<file path="src/hdl/u8sd_pkg.sv">
package u8sd_pkg;

  localparam int unsigned BYTE_W   = 8;
  localparam int unsigned CP_W     = 31;
  localparam int unsigned COUNT_W  = 16;
  localparam int unsigned IN_LIM_W = 15;
  localparam int unsigned REM_W    = 3;
  localparam int unsigned OUT_W    = 48;
  localparam int unsigned CFG_IDX_W = 1;

  localparam logic [IN_LIM_W-1:0] IN_LIMIT_RESET  = 15'h7FFF;
  localparam logic [COUNT_W-1:0]  OUT_LIMIT_RESET = 16'hFFFF;
  localparam logic [COUNT_W-1:0]  POS_MAX         = 16'hFFFF;

  // Leads whose shortest continuation is overlong
  localparam logic [BYTE_W-1:0] LEAD_E0 = 8'hE0;
  localparam logic [BYTE_W-1:0] LEAD_F0 = 8'hF0;
  localparam logic [BYTE_W-1:0] LEAD_F8 = 8'hF8;
  localparam logic [BYTE_W-1:0] LEAD_FC = 8'hFC;

  typedef enum logic [CFG_IDX_W-1:0] {
    CFG_INPUT_BYTE_LIMIT  = 1'b0,
    CFG_OUTPUT_CHAR_LIMIT = 1'b1
  } cfg_index_t;

  typedef struct packed {
    logic [REM_W-1:0]   remaining;
    logic [BYTE_W-1:0]  lead;
    logic               second_pending;
    logic [CP_W-1:0]    partial;
    logic [COUNT_W-1:0] pos;
    logic [COUNT_W-1:0] chars;
    logic               finished;
  } dec_state_t;

  typedef struct packed {
    logic               present;
    logic [CP_W-1:0]    code_point;
    logic               char_valid;
    logic               done;
    logic [COUNT_W-1:0] char_count;
  } dec_result_t;

endpackage

</file>
<file path="src/hdl/utf8_stream_decoder.sv">
// UTF-8 byte stream to code point decoder.
// Bytes enter on the s_ stream, one word per byte, tlast on the final byte of
// a string. Results leave on the m_ stream: tdata carries the code point and
// the running character count, tuser flags a completed character, tlast
// marks the result for the final byte. Bytes that complete no character and
// are not last produce no word.
// Limits are written on the cfg channel (index 0 input byte limit, index 1
// output character limit); the user must write them only between strings,
// which the block does not enforce. cfg_ready is always high. Throughput is
// one byte per cycle while m_tready is not held low. A byte taken sits in the
// input register, is decoded and its result is held in the result register.
// When the receiver holds m_tready low the result word holds and the input
// register fills; s_tready then drops until the result is taken.
// Synchronous reset empties both registers, clears the decoder state and
// restores both limits to their maximum values.
module utf8_stream_decoder
  import u8sd_pkg::*;
(
  input  logic                 clk,
  input  logic                 rst,
  input  logic                 s_tvalid,
  output logic                 s_tready,
  input  logic [BYTE_W-1:0]    s_tdata,   // [7:0] in_byte
  input  logic                 s_tlast,   // in_last
  output logic                 m_tvalid,
  input  logic                 m_tready,
  output logic [OUT_W-1:0]     m_tdata,   // [30:0] code_point, [46:31] char_count, [47] zero
  output logic                 m_tuser,   // char_valid
  output logic                 m_tlast,   // done_res
  input  logic                 cfg_valid,
  output logic                 cfg_ready,
  input  logic [CFG_IDX_W-1:0] cfg_index,
  input  logic [COUNT_W-1:0]   cfg_data
);

  logic [IN_LIM_W-1:0] input_byte_limit;
  logic [COUNT_W-1:0]  output_char_limit;

  logic                in_valid;
  logic [BYTE_W-1:0]   in_byte;
  logic                in_last;

  dec_state_t          state;
  dec_state_t          state_next;
  dec_result_t         step_res;

  logic [CP_W-1:0]     out_code;
  logic [COUNT_W-1:0]  out_count;
  logic                out_char;
  logic                out_done;

  logic                out_free;
  logic                fire;

  assign out_free  = !m_tvalid || m_tready;
  assign fire      = in_valid && out_free;
  assign s_tready  = !in_valid || fire;
  assign cfg_ready = 1'b1;

  always_ff @(posedge clk) begin
    if (rst) begin
      input_byte_limit  <= IN_LIMIT_RESET;
      output_char_limit <= OUT_LIMIT_RESET;
    end else if (cfg_valid) begin
      case (cfg_index)
        CFG_INPUT_BYTE_LIMIT:  input_byte_limit  <= cfg_data[IN_LIM_W-1:0];
        CFG_OUTPUT_CHAR_LIMIT: output_char_limit <= cfg_data;
        default: ;
      endcase
    end
  end

  // input register
  always_ff @(posedge clk) begin
    if (rst) begin
      in_valid <= 1'b0;
    end else if (s_tready) begin
      in_valid <= s_tvalid;
    end
  end

  always_ff @(posedge clk) begin
    if (s_tvalid && s_tready) begin
      in_byte <= s_tdata;
      in_last <= s_tlast;
    end
  end

  u8sd_step u_step (
    .state_cur         (state),
    .byte_in           (in_byte),
    .last_in           (in_last),
    .input_byte_limit  (input_byte_limit),
    .output_char_limit (output_char_limit),
    .state_next        (state_next),
    .result            (step_res)
  );

  always_ff @(posedge clk) begin
    if (rst) begin
      state <= '0;
    end else if (fire) begin
      state <= state_next;
    end
  end

  // result register
  always_ff @(posedge clk) begin
    if (rst) begin
      m_tvalid <= 1'b0;
    end else if (out_free) begin
      m_tvalid <= fire && step_res.present;
    end
  end

  always_ff @(posedge clk) begin
    if (fire && step_res.present) begin
      out_code  <= step_res.code_point;
      out_count <= step_res.char_count;
      out_char  <= step_res.char_valid;
      out_done  <= step_res.done;
    end
  end

  assign m_tdata = {1'b0, out_count, out_code};
  assign m_tuser = out_char;
  assign m_tlast = out_done;

endmodule

</file>
<file path="src/hdl/u8sd_step.sv">
module u8sd_step
  import u8sd_pkg::*;
(
  input  dec_state_t           state_cur,
  input  logic [BYTE_W-1:0]    byte_in,
  input  logic                 last_in,
  input  logic [IN_LIM_W-1:0]  input_byte_limit,
  input  logic [COUNT_W-1:0]   output_char_limit,
  output dec_state_t           state_next,
  output dec_result_t          result
);

  logic            is_cont;
  logic            overlong;

  assign is_cont = (byte_in[7:6] == 2'b10);

  always_comb begin
    overlong = 1'b0;
    if (state_cur.second_pending) begin
      case (state_cur.lead)
        LEAD_E0: overlong = (byte_in[7:5] == 3'b100);
        LEAD_F0: overlong = (byte_in[7:4] == 4'b1000);
        LEAD_F8: overlong = (byte_in[7:3] == 5'b10000);
        LEAD_FC: overlong = (byte_in[7:2] == 6'b100000);
        default: overlong = 1'b0;
      endcase
    end
  end

  always_comb begin
    dec_state_t      s;
    logic            have;
    logic [CP_W-1:0] cp;
    logic            do_start;
    s        = state_cur;
    have     = 1'b0;
    cp       = '0;
    do_start = 1'b0;

    if (s.finished || s.remaining == '0) begin
      do_start = 1'b1;
    end else if (!is_cont || overlong) begin
      // drop the open sequence, then treat the byte as a lead
      s.remaining      = '0;
      s.lead           = '0;
      s.second_pending = 1'b0;
      s.partial        = '0;
      do_start         = 1'b1;
    end else begin
      s.partial        = {s.partial[CP_W-7:0], byte_in[5:0]};
      s.second_pending = 1'b0;
      s.remaining      = s.remaining - REM_W'(1);
      if (s.remaining == '0) begin
        have             = 1'b1;
        cp               = s.partial;
        s.lead           = '0;
        s.partial        = '0;
      end
    end

    if (do_start && !s.finished) begin
      if (byte_in == '0 || s.pos >= {1'b0, input_byte_limit} || s.chars >= output_char_limit) begin
        s.finished = 1'b1;
      end else if (!byte_in[7]) begin
        have = 1'b1;
        cp   = CP_W'(byte_in);
      end else if (byte_in[7:5] == 3'b110) begin
        // C0 and C1 are always overlong
        if (byte_in[7:1] != 7'b1100000) begin
          s.remaining      = REM_W'(1);
          s.lead           = byte_in;
          s.second_pending = 1'b1;
          s.partial        = CP_W'(byte_in[4:0]);
        end
      end else if (byte_in[7:4] == 4'b1110) begin
        s.remaining      = REM_W'(2);
        s.lead           = byte_in;
        s.second_pending = 1'b1;
        s.partial        = CP_W'(byte_in[3:0]);
      end else if (byte_in[7:3] == 5'b11110) begin
        s.remaining      = REM_W'(3);
        s.lead           = byte_in;
        s.second_pending = 1'b1;
        s.partial        = CP_W'(byte_in[2:0]);
      end else if (byte_in[7:2] == 6'b111110) begin
        s.remaining      = REM_W'(4);
        s.lead           = byte_in;
        s.second_pending = 1'b1;
        s.partial        = CP_W'(byte_in[1:0]);
      end else if (byte_in[7:1] == 7'b1111110) begin
        s.remaining      = REM_W'(5);
        s.lead           = byte_in;
        s.second_pending = 1'b1;
        s.partial        = CP_W'(byte_in[0]);
      end
    end

    if (have) begin
      s.chars = s.chars + COUNT_W'(1);
    end
    if (s.pos != POS_MAX) begin
      s.pos = s.pos + COUNT_W'(1);
    end

    result.present    = have || last_in;
    result.code_point = cp;
    result.char_valid = have;
    result.done       = last_in;
    result.char_count = s.chars;

    if (last_in) begin
      s = '0;
    end
    state_next = s;
  end

endmodule

</file>
<file path="config.mk">
export PLATFORM = sky130hd
export DESIGN_NAME = utf8_stream_decoder
export DESIGN_NICKNAME = d
export VERILOG_FILES = /design/src/hdl/u8sd_pkg.sv /design/src/hdl/utf8_stream_decoder.sv /design/src/hdl/u8sd_step.sv
export SDC_FILE = /design/constraint.sdc
export NUM_CORES = 1
export LEC_CHECK = 0
export BUFFER_PORTS_ARGS = -buffer_cell sky130_fd_sc_hd__buf_2
export CAP_MARGIN = 25
export CORE_MARGIN = 4
export CORE_UTILIZATION = 45
export DETAILED_ROUTE_END_ITERATION = 16
export GPL_TIMING_DRIVEN = 0
export PLACE_DENSITY = 0.73
export SLEW_MARGIN = 40
export SYNTH_ARGS = -nofsm -noshare
export SYNTH_HDL_FRONTEND = slang
export SYNTH_SLANG_ARGS = --single-unit
</file>
<file path="constraint.sdc">
create_clock -name clk -period 3.59 [get_ports clk]
set_clock_uncertainty 0.15 [all_clocks]
set_input_delay 0.718 -clock clk [delete_from_list [all_inputs] [get_ports clk]]
set_output_delay 0.718 -clock clk [all_outputs]
set_load 0.01 [all_outputs]
</file>
======== After elaboration in Yosys (flattened, before gate mapping) ========
Cells that the tools add are included.
storage, ports and cells
  input bits .............................. 31
  flip-flop bits (word level) ............. 167
  output and inout port bits .............. 53
  logic and storage cells ................. 98
operators by class
  $lt $le $gt $ge ......................... 2
  equality and inequality tests ........... 16
  bitwise logic cells ..................... 1
  reductions and logical operators ........ 25
  muxes and demuxes ....................... 34
  add/subtract/negate cells ............... 3
operators by type and width
  operator                 number
  $mux W43                 11
  $mux W31                 7
  $mux W76                 1
  $add A16 B1 Y16 const B  2
  $eq A8 B8 Y1 const B     4
  $mux W16                 2
  $ge A16 B15 Y1           1
  $ge A16 B16 Y1           1
  $ne A16 B16 Y1 const B   1
  $eq A6 B6 Y1 const B     2
  $mux W1                  11
  $eq A5 B5 Y1 const B     2
  $eq A4 B4 Y1 const B     2
  $logic_not A8 Y1         1
  $mux W8                  1
  $eq A7 B7 Y1 const B     1
  $logic_or A1 B1 Y1       7
  $ne A7 B7 Y1 const B     1
  $eq A3 B3 Y1 const B     2
  $logic_not A3 Y1         2
  $reduce_and A2 Y1        3
  $reduce_bool A2 Y1       3
  $logic_and A1 B1 Y1      4
  $logic_not A1 Y1         4
  5 further kinds          5

======== Longest topological paths before layout ========
  depth after elaboration ................. 15
  gate-level depth with buffers ........... 12
  depth with buffers taken out ............ 11

======== Hierarchy ========
A second synthesis with hierarchy kept.
unflattened totals
  cell total of the unflattened synthesis .. 1066
  area total of the unflattened synthesis .. 9704.3 sq um
by module, submodules not included
  module               seq. area each (sq um)  cells an instance  instances  area an instance (sq um)
  utf8_stream_decoder  3923.8                  508                1          6392.4
  u8sd_step            0.0                     558                1          3311.9

======== Worst setup path after synthesis ========
Ideal clock, no wire load.
  kind .................................... register -> register
  start ................................... register state[1] (netlist bit)
  end ..................................... register out_done (netlist: m_tlast), enable pin
  buffers on the path ..................... 0
  clock period less this slack ............ 3.687 ns
  data arrival time ....................... 3.134 ns
  required time ........................... 3.037 ns
  library setup time ...................... 0.403 ns
  stages on the path, launching flop included .. 12
  slack ................................... -0.097 ns
  cell sequence ........................... dfxtp_1 -> inv_1 -> ha_1 -> or3b_1 -> o2111ai_1 -> a31o_2 -> a31oi_1 -> nor4b_4 -> nor2_1 -> inv_1 -> o21ai_1 -> inv_1
between the ends
  cells in the longest elaborated chain, start to end .. 6
ends and longest elaborated chain
  what                      line                        RTL
  start: declaration        utf8_stream_decoder.sv:43   dec_state_t state;
  start signal: assignment  utf8_stream_decoder.sv:103  state <= state_next;
  $ge A16 B16 Y1            u8sd_step.sv:63             if (byte_in == '0 || s.pos >= {1'b0, input_byte_limit} || s.chars >= output_char_limit) begin
  $logic_or A1 B1 Y1        u8sd_step.sv:63
  $mux W1                   u8sd_step.sv:63
  $mux W1                   u8sd_step.sv:62             if (do_start && !s.finished) begin
  $logic_or A1 B1 Y1        u8sd_step.sv:106            result.present = have || last_in;
  $logic_and A1 B1 Y1       utf8_stream_decoder.sv:117  if (fire && step_res.present) begin
  end signal: assignment    utf8_stream_decoder.sv:121  out_done <= step_res.done;
  end: declaration          utf8_stream_decoder.sv:50   logic out_done;
Every way passes these cells.
A chain may end at the register's enable or synchronous reset.

======== Final worst setup path ========
  start ................................... register state[1] (netlist bit)
  end ..................................... register out_count[3], enable pin
between the ends
  cells in the longest elaborated chain, start to end .. 6
ends and longest elaborated chain
  what                    line                        RTL
  $ge A16 B16 Y1          u8sd_step.sv:63
  $logic_or A1 B1 Y1      u8sd_step.sv:63
  $mux W1                 u8sd_step.sv:63
  $mux W1                 u8sd_step.sv:62
  $logic_or A1 B1 Y1      u8sd_step.sv:106
  $logic_and A1 B1 Y1     utf8_stream_decoder.sv:117
  end signal: assignment  utf8_stream_decoder.sv:119  out_count <= step_res.char_count;
  end: declaration        utf8_stream_decoder.sv:48   logic [COUNT_W-1:0] out_count;
Every way passes these cells.

==> flow_summary.json <==
{
  "outcome": "completed",
  "period_share": 0.9497,
  "maxCapViolations": 0,
  "antenna_found_initial": 0,
  "cts_buffer_depth": 2,
  "r2r_start": "state[1]",
  "syn-num-nets": 863,
  "setup_tns_ns": 0,
  "p_sw_frac": 0.2596,
  "drc_errors": 0,
  "cts-root-buf": "clkbuf_16",
  "viasPerCell": 5.430,
  "initial_core_util": 0.4613,
  "fin_nets": 965,
  "reg2reg_depth": 12,
  "yosys_warnings": 0,
  "p_clk_frac": 0.445,
  "mostFrequentLayoutCell": "dfxtp_1",
  "seqPwrFrac": 0.482,
  "clk_latency_ns": 0.44,
  "rsz0062_at_grt": "no",
  "synth_edf_count": 58,
  "grt_max_degree": 27,
  "start_kind": "register",
  "r2r_end": "out_count[3]",
  "ant_nets": 0,
  "synth_area_leaders": "dfxtp_1 27%, edfxtp_1 23%, ha_1 5.8%",
  "setup_viol": 0,
  "synth_flop_cell": "dfxtp_1",
  "die_x_microns": 138.8,
  "placed_cells_incl_taps": 1095,
  "htreeDepth": 4,
  "grt_pass1_wl_microns": 29840,
  "overflow": 0,
  "critPathArrivalTime_ns": 3.39,
  "setup.worst_path.end_class": "register",
  "power_mw": 4.084,
  "hold_viol": 0,
  "combPwrFrac": 0.073,
  "cts_sinks": 161,
  "hold_slack_ns": 0.3001,
  "fin_util": 0.5426,
  "post_dp_cell_area_sq_um": 8393,
  "grt_pass1_vias": 5866,
  "fin_area_sq_um": 9062,
  "routed_wl_microns": 17890,
  "mappedNetlistArea_sq_um": 7704,
  "post-dp-hpwl_microns": 13140,
  "layout_setup_ws_ns": 0.1807,
  "hp-class": "input port to register",
  "path_max_fanout": 11,
  "min-delay-start": "s_tdata[2]",
  "synth-seq-cells": 161,
  "area_growth_pct": 17.64,
  "route.vias.total": 6141,
  "dr.pass1.iters": 5,
  "p_per_area_nw_per_um2": 450.6,
  "async_reset_ff_frac": 0,
  "syn-instance-count": 796,
  "wl_per_cell_microns": 15.82,
  "fillCellCount": 1516,
  "hold_path_end": "in_byte[2]",
  "fp.coreArea_sq_um": 16700,
  "synth-seq-area-share": 0.4937,
  "rrSetupSlack_ns": 0.18,
  "p_switching_mw": 1.060,
  "globalplace.congestion": 0.9458,
  "synth_top_area_cell": "dfxtp_1",
  "final_cells": 1131,
  "grtUsageTotal": 0.1899,
  "fmax_mhz": 293.3,
  "hold_depth": 1,
  "most-common-layout-cells": "103 x dfxtp_1, 87 x nand2_1, 84 x buf_2",
  "power.internal_mw": 3.024,
  "pre_cts_ws_ns": -0.6774,
  "slew_headroom": 0.5283,
  "cts_tree": "built",
  "tightest_slew_ns": 0.7050,
  "drive_gt1_frac": 0.1614,
  "io_buffers": 78,
  "row_count": 47,
  "die_h_microns": 138.8,
  "ir_drop_uv": 317.7,
  "path_clk_slew_ns": 0.07,
  "dieArea_sq_um": 19280,
  "diodes": 0,
  "maxSlewViolCount": 0,
  "drt_iter0_markers": 542,
  "cts_buffers": 17,
  "yosys.area.top_type_share": 0.2677,
  "num_io_pins": 84,
  "syn_area_per_cell_sq_um": 9.678,
  "p_leak_nw": 3.812,
  "layout_min_cycle_time_ns": 3.409,
  "critical_path_class": "register to register",
  "ys_types": 74,
  "crit_required_ns": 3.57
}
[worst max-delay path: stages, from the launching register on]
cell and delay (ns):
dfxtp_1 0.51, inv_1 0.08, ha_1 0.27, or3b_1 0.34, o2111ai_1 0.11, a31o_2 0.19, a31oi_1 0.16, nor4b_4 0.44
nor2_2 0.13, inv_1 0.22, o21ai_4 0.14, clkinvlp_4 0.14, buf_4 0.21
[synthesized netlist by cell type (11+ instances only)]
cell      number
edfxtp_1      58
o211ai_1      29
clkbuf_1      30
xor2_1        13
xnor2_1       13
a31oi_1       11
o21ai_0       28
inv_1         51
nand2_1       87
and2_1        34
dfxtp_1      103
ha_1          36
nand3_1       44
a22o_1        23
nand4_1       13
a21oi_1       31
or3_1         11
nor2_1        50
[kinds of logic (layout without fill, tap and decap cells)]
kind of cell               count (synthesis)  count (layout)  synth area share
adders and majority gates                 36              36           0.05847
DFF                                      161             161            0.4937
AOI/OAI and AO/OA                        177             177            0.1665
muxes                                      1               1          0.001299
other                                      2               2         0.0009749
xor gates and xnor gates                  26              26           0.02956
buffers and inverters                     98             213           0.05685
and+or+nand+nor                          295             295            0.1926
[flip-flops by register name, summed over array words and instances, names as in the netlist]
name               flops
in_last                1
out_code              31
state                 70
output_char_limit     16
m_tuser                1
input_byte_limit      15
in_valid               1
out_count             16
m_tlast                1
in_byte                8
m_tvalid               1
[repair_timing]
action	in CTS	in global routing
endpoints found under the setup margin	49	58
setup buffers	1	2
hold endpoints to repair	0	0
gates cloned	1	0
pin swaps	0	1
resized for setup	4	2
hold buffers	0	0
[cell type report]
cell class | instances | area (sq um) | area share
Clock buffer | 18 | 450.4 | 0.04970
Inverter | 52 | 198.9 | 0.02195
Timing Repair inverter | 1 | 7.507 | 0.0008284
Multi-Input combinational cell | 537 | 3488 | 0.3849
Timing Repair Buffer | 82 | 432.9 | 0.04777
Tap cell | 220 | 275.3 | 0.03037
Sequential cell | 161 | 3804 | 0.4197
Clock inverter | 14 | 162.7 | 0.01795
Buffer | 46 | 242.7 | 0.02678
[metal layers]
metal  track usage  wire length, microns  up-vias  part of all wire
met5             0                     0        -                 0
met4       0.07209                   410        0             0.023
met3       0.05000                  1197       37             0.067
met2        0.2897                  7895      208              0.44
met1        0.2598                  8386     2825              0.47
li1              -                     -     3071                 -
[worst max path at each step]
stage	endpoint	start	slack, ns
after floorplan	m_tlast	state[28]	0.11
after global placement	out_code[21]	state[28]	-0.92
after detailed placement	out_code[24]	state[27]	-0.68
after CTS	out_count[3]	state[1]	0.03
after global routing	out_count[10]	state[1]	0.005
final	out_count[3]	state[1]	0.18
[power by group through the flow]
stage / Combinational, mW / Clock, mW / Sequential [mW]
after CTS: 0.294 / 1.85 / 1.97
after global placement: 0.281 / 0 / 2.01
final: 0.298 / 1.82 / 1.97
after detailed placement: 0.288 / 0 / 2.01
after floorplan: 0.176 / 0 / 2.01
after global routing: 0.331 / 1.94 / 1.97
Note: power is estimated with default switching activity, not from simulation.
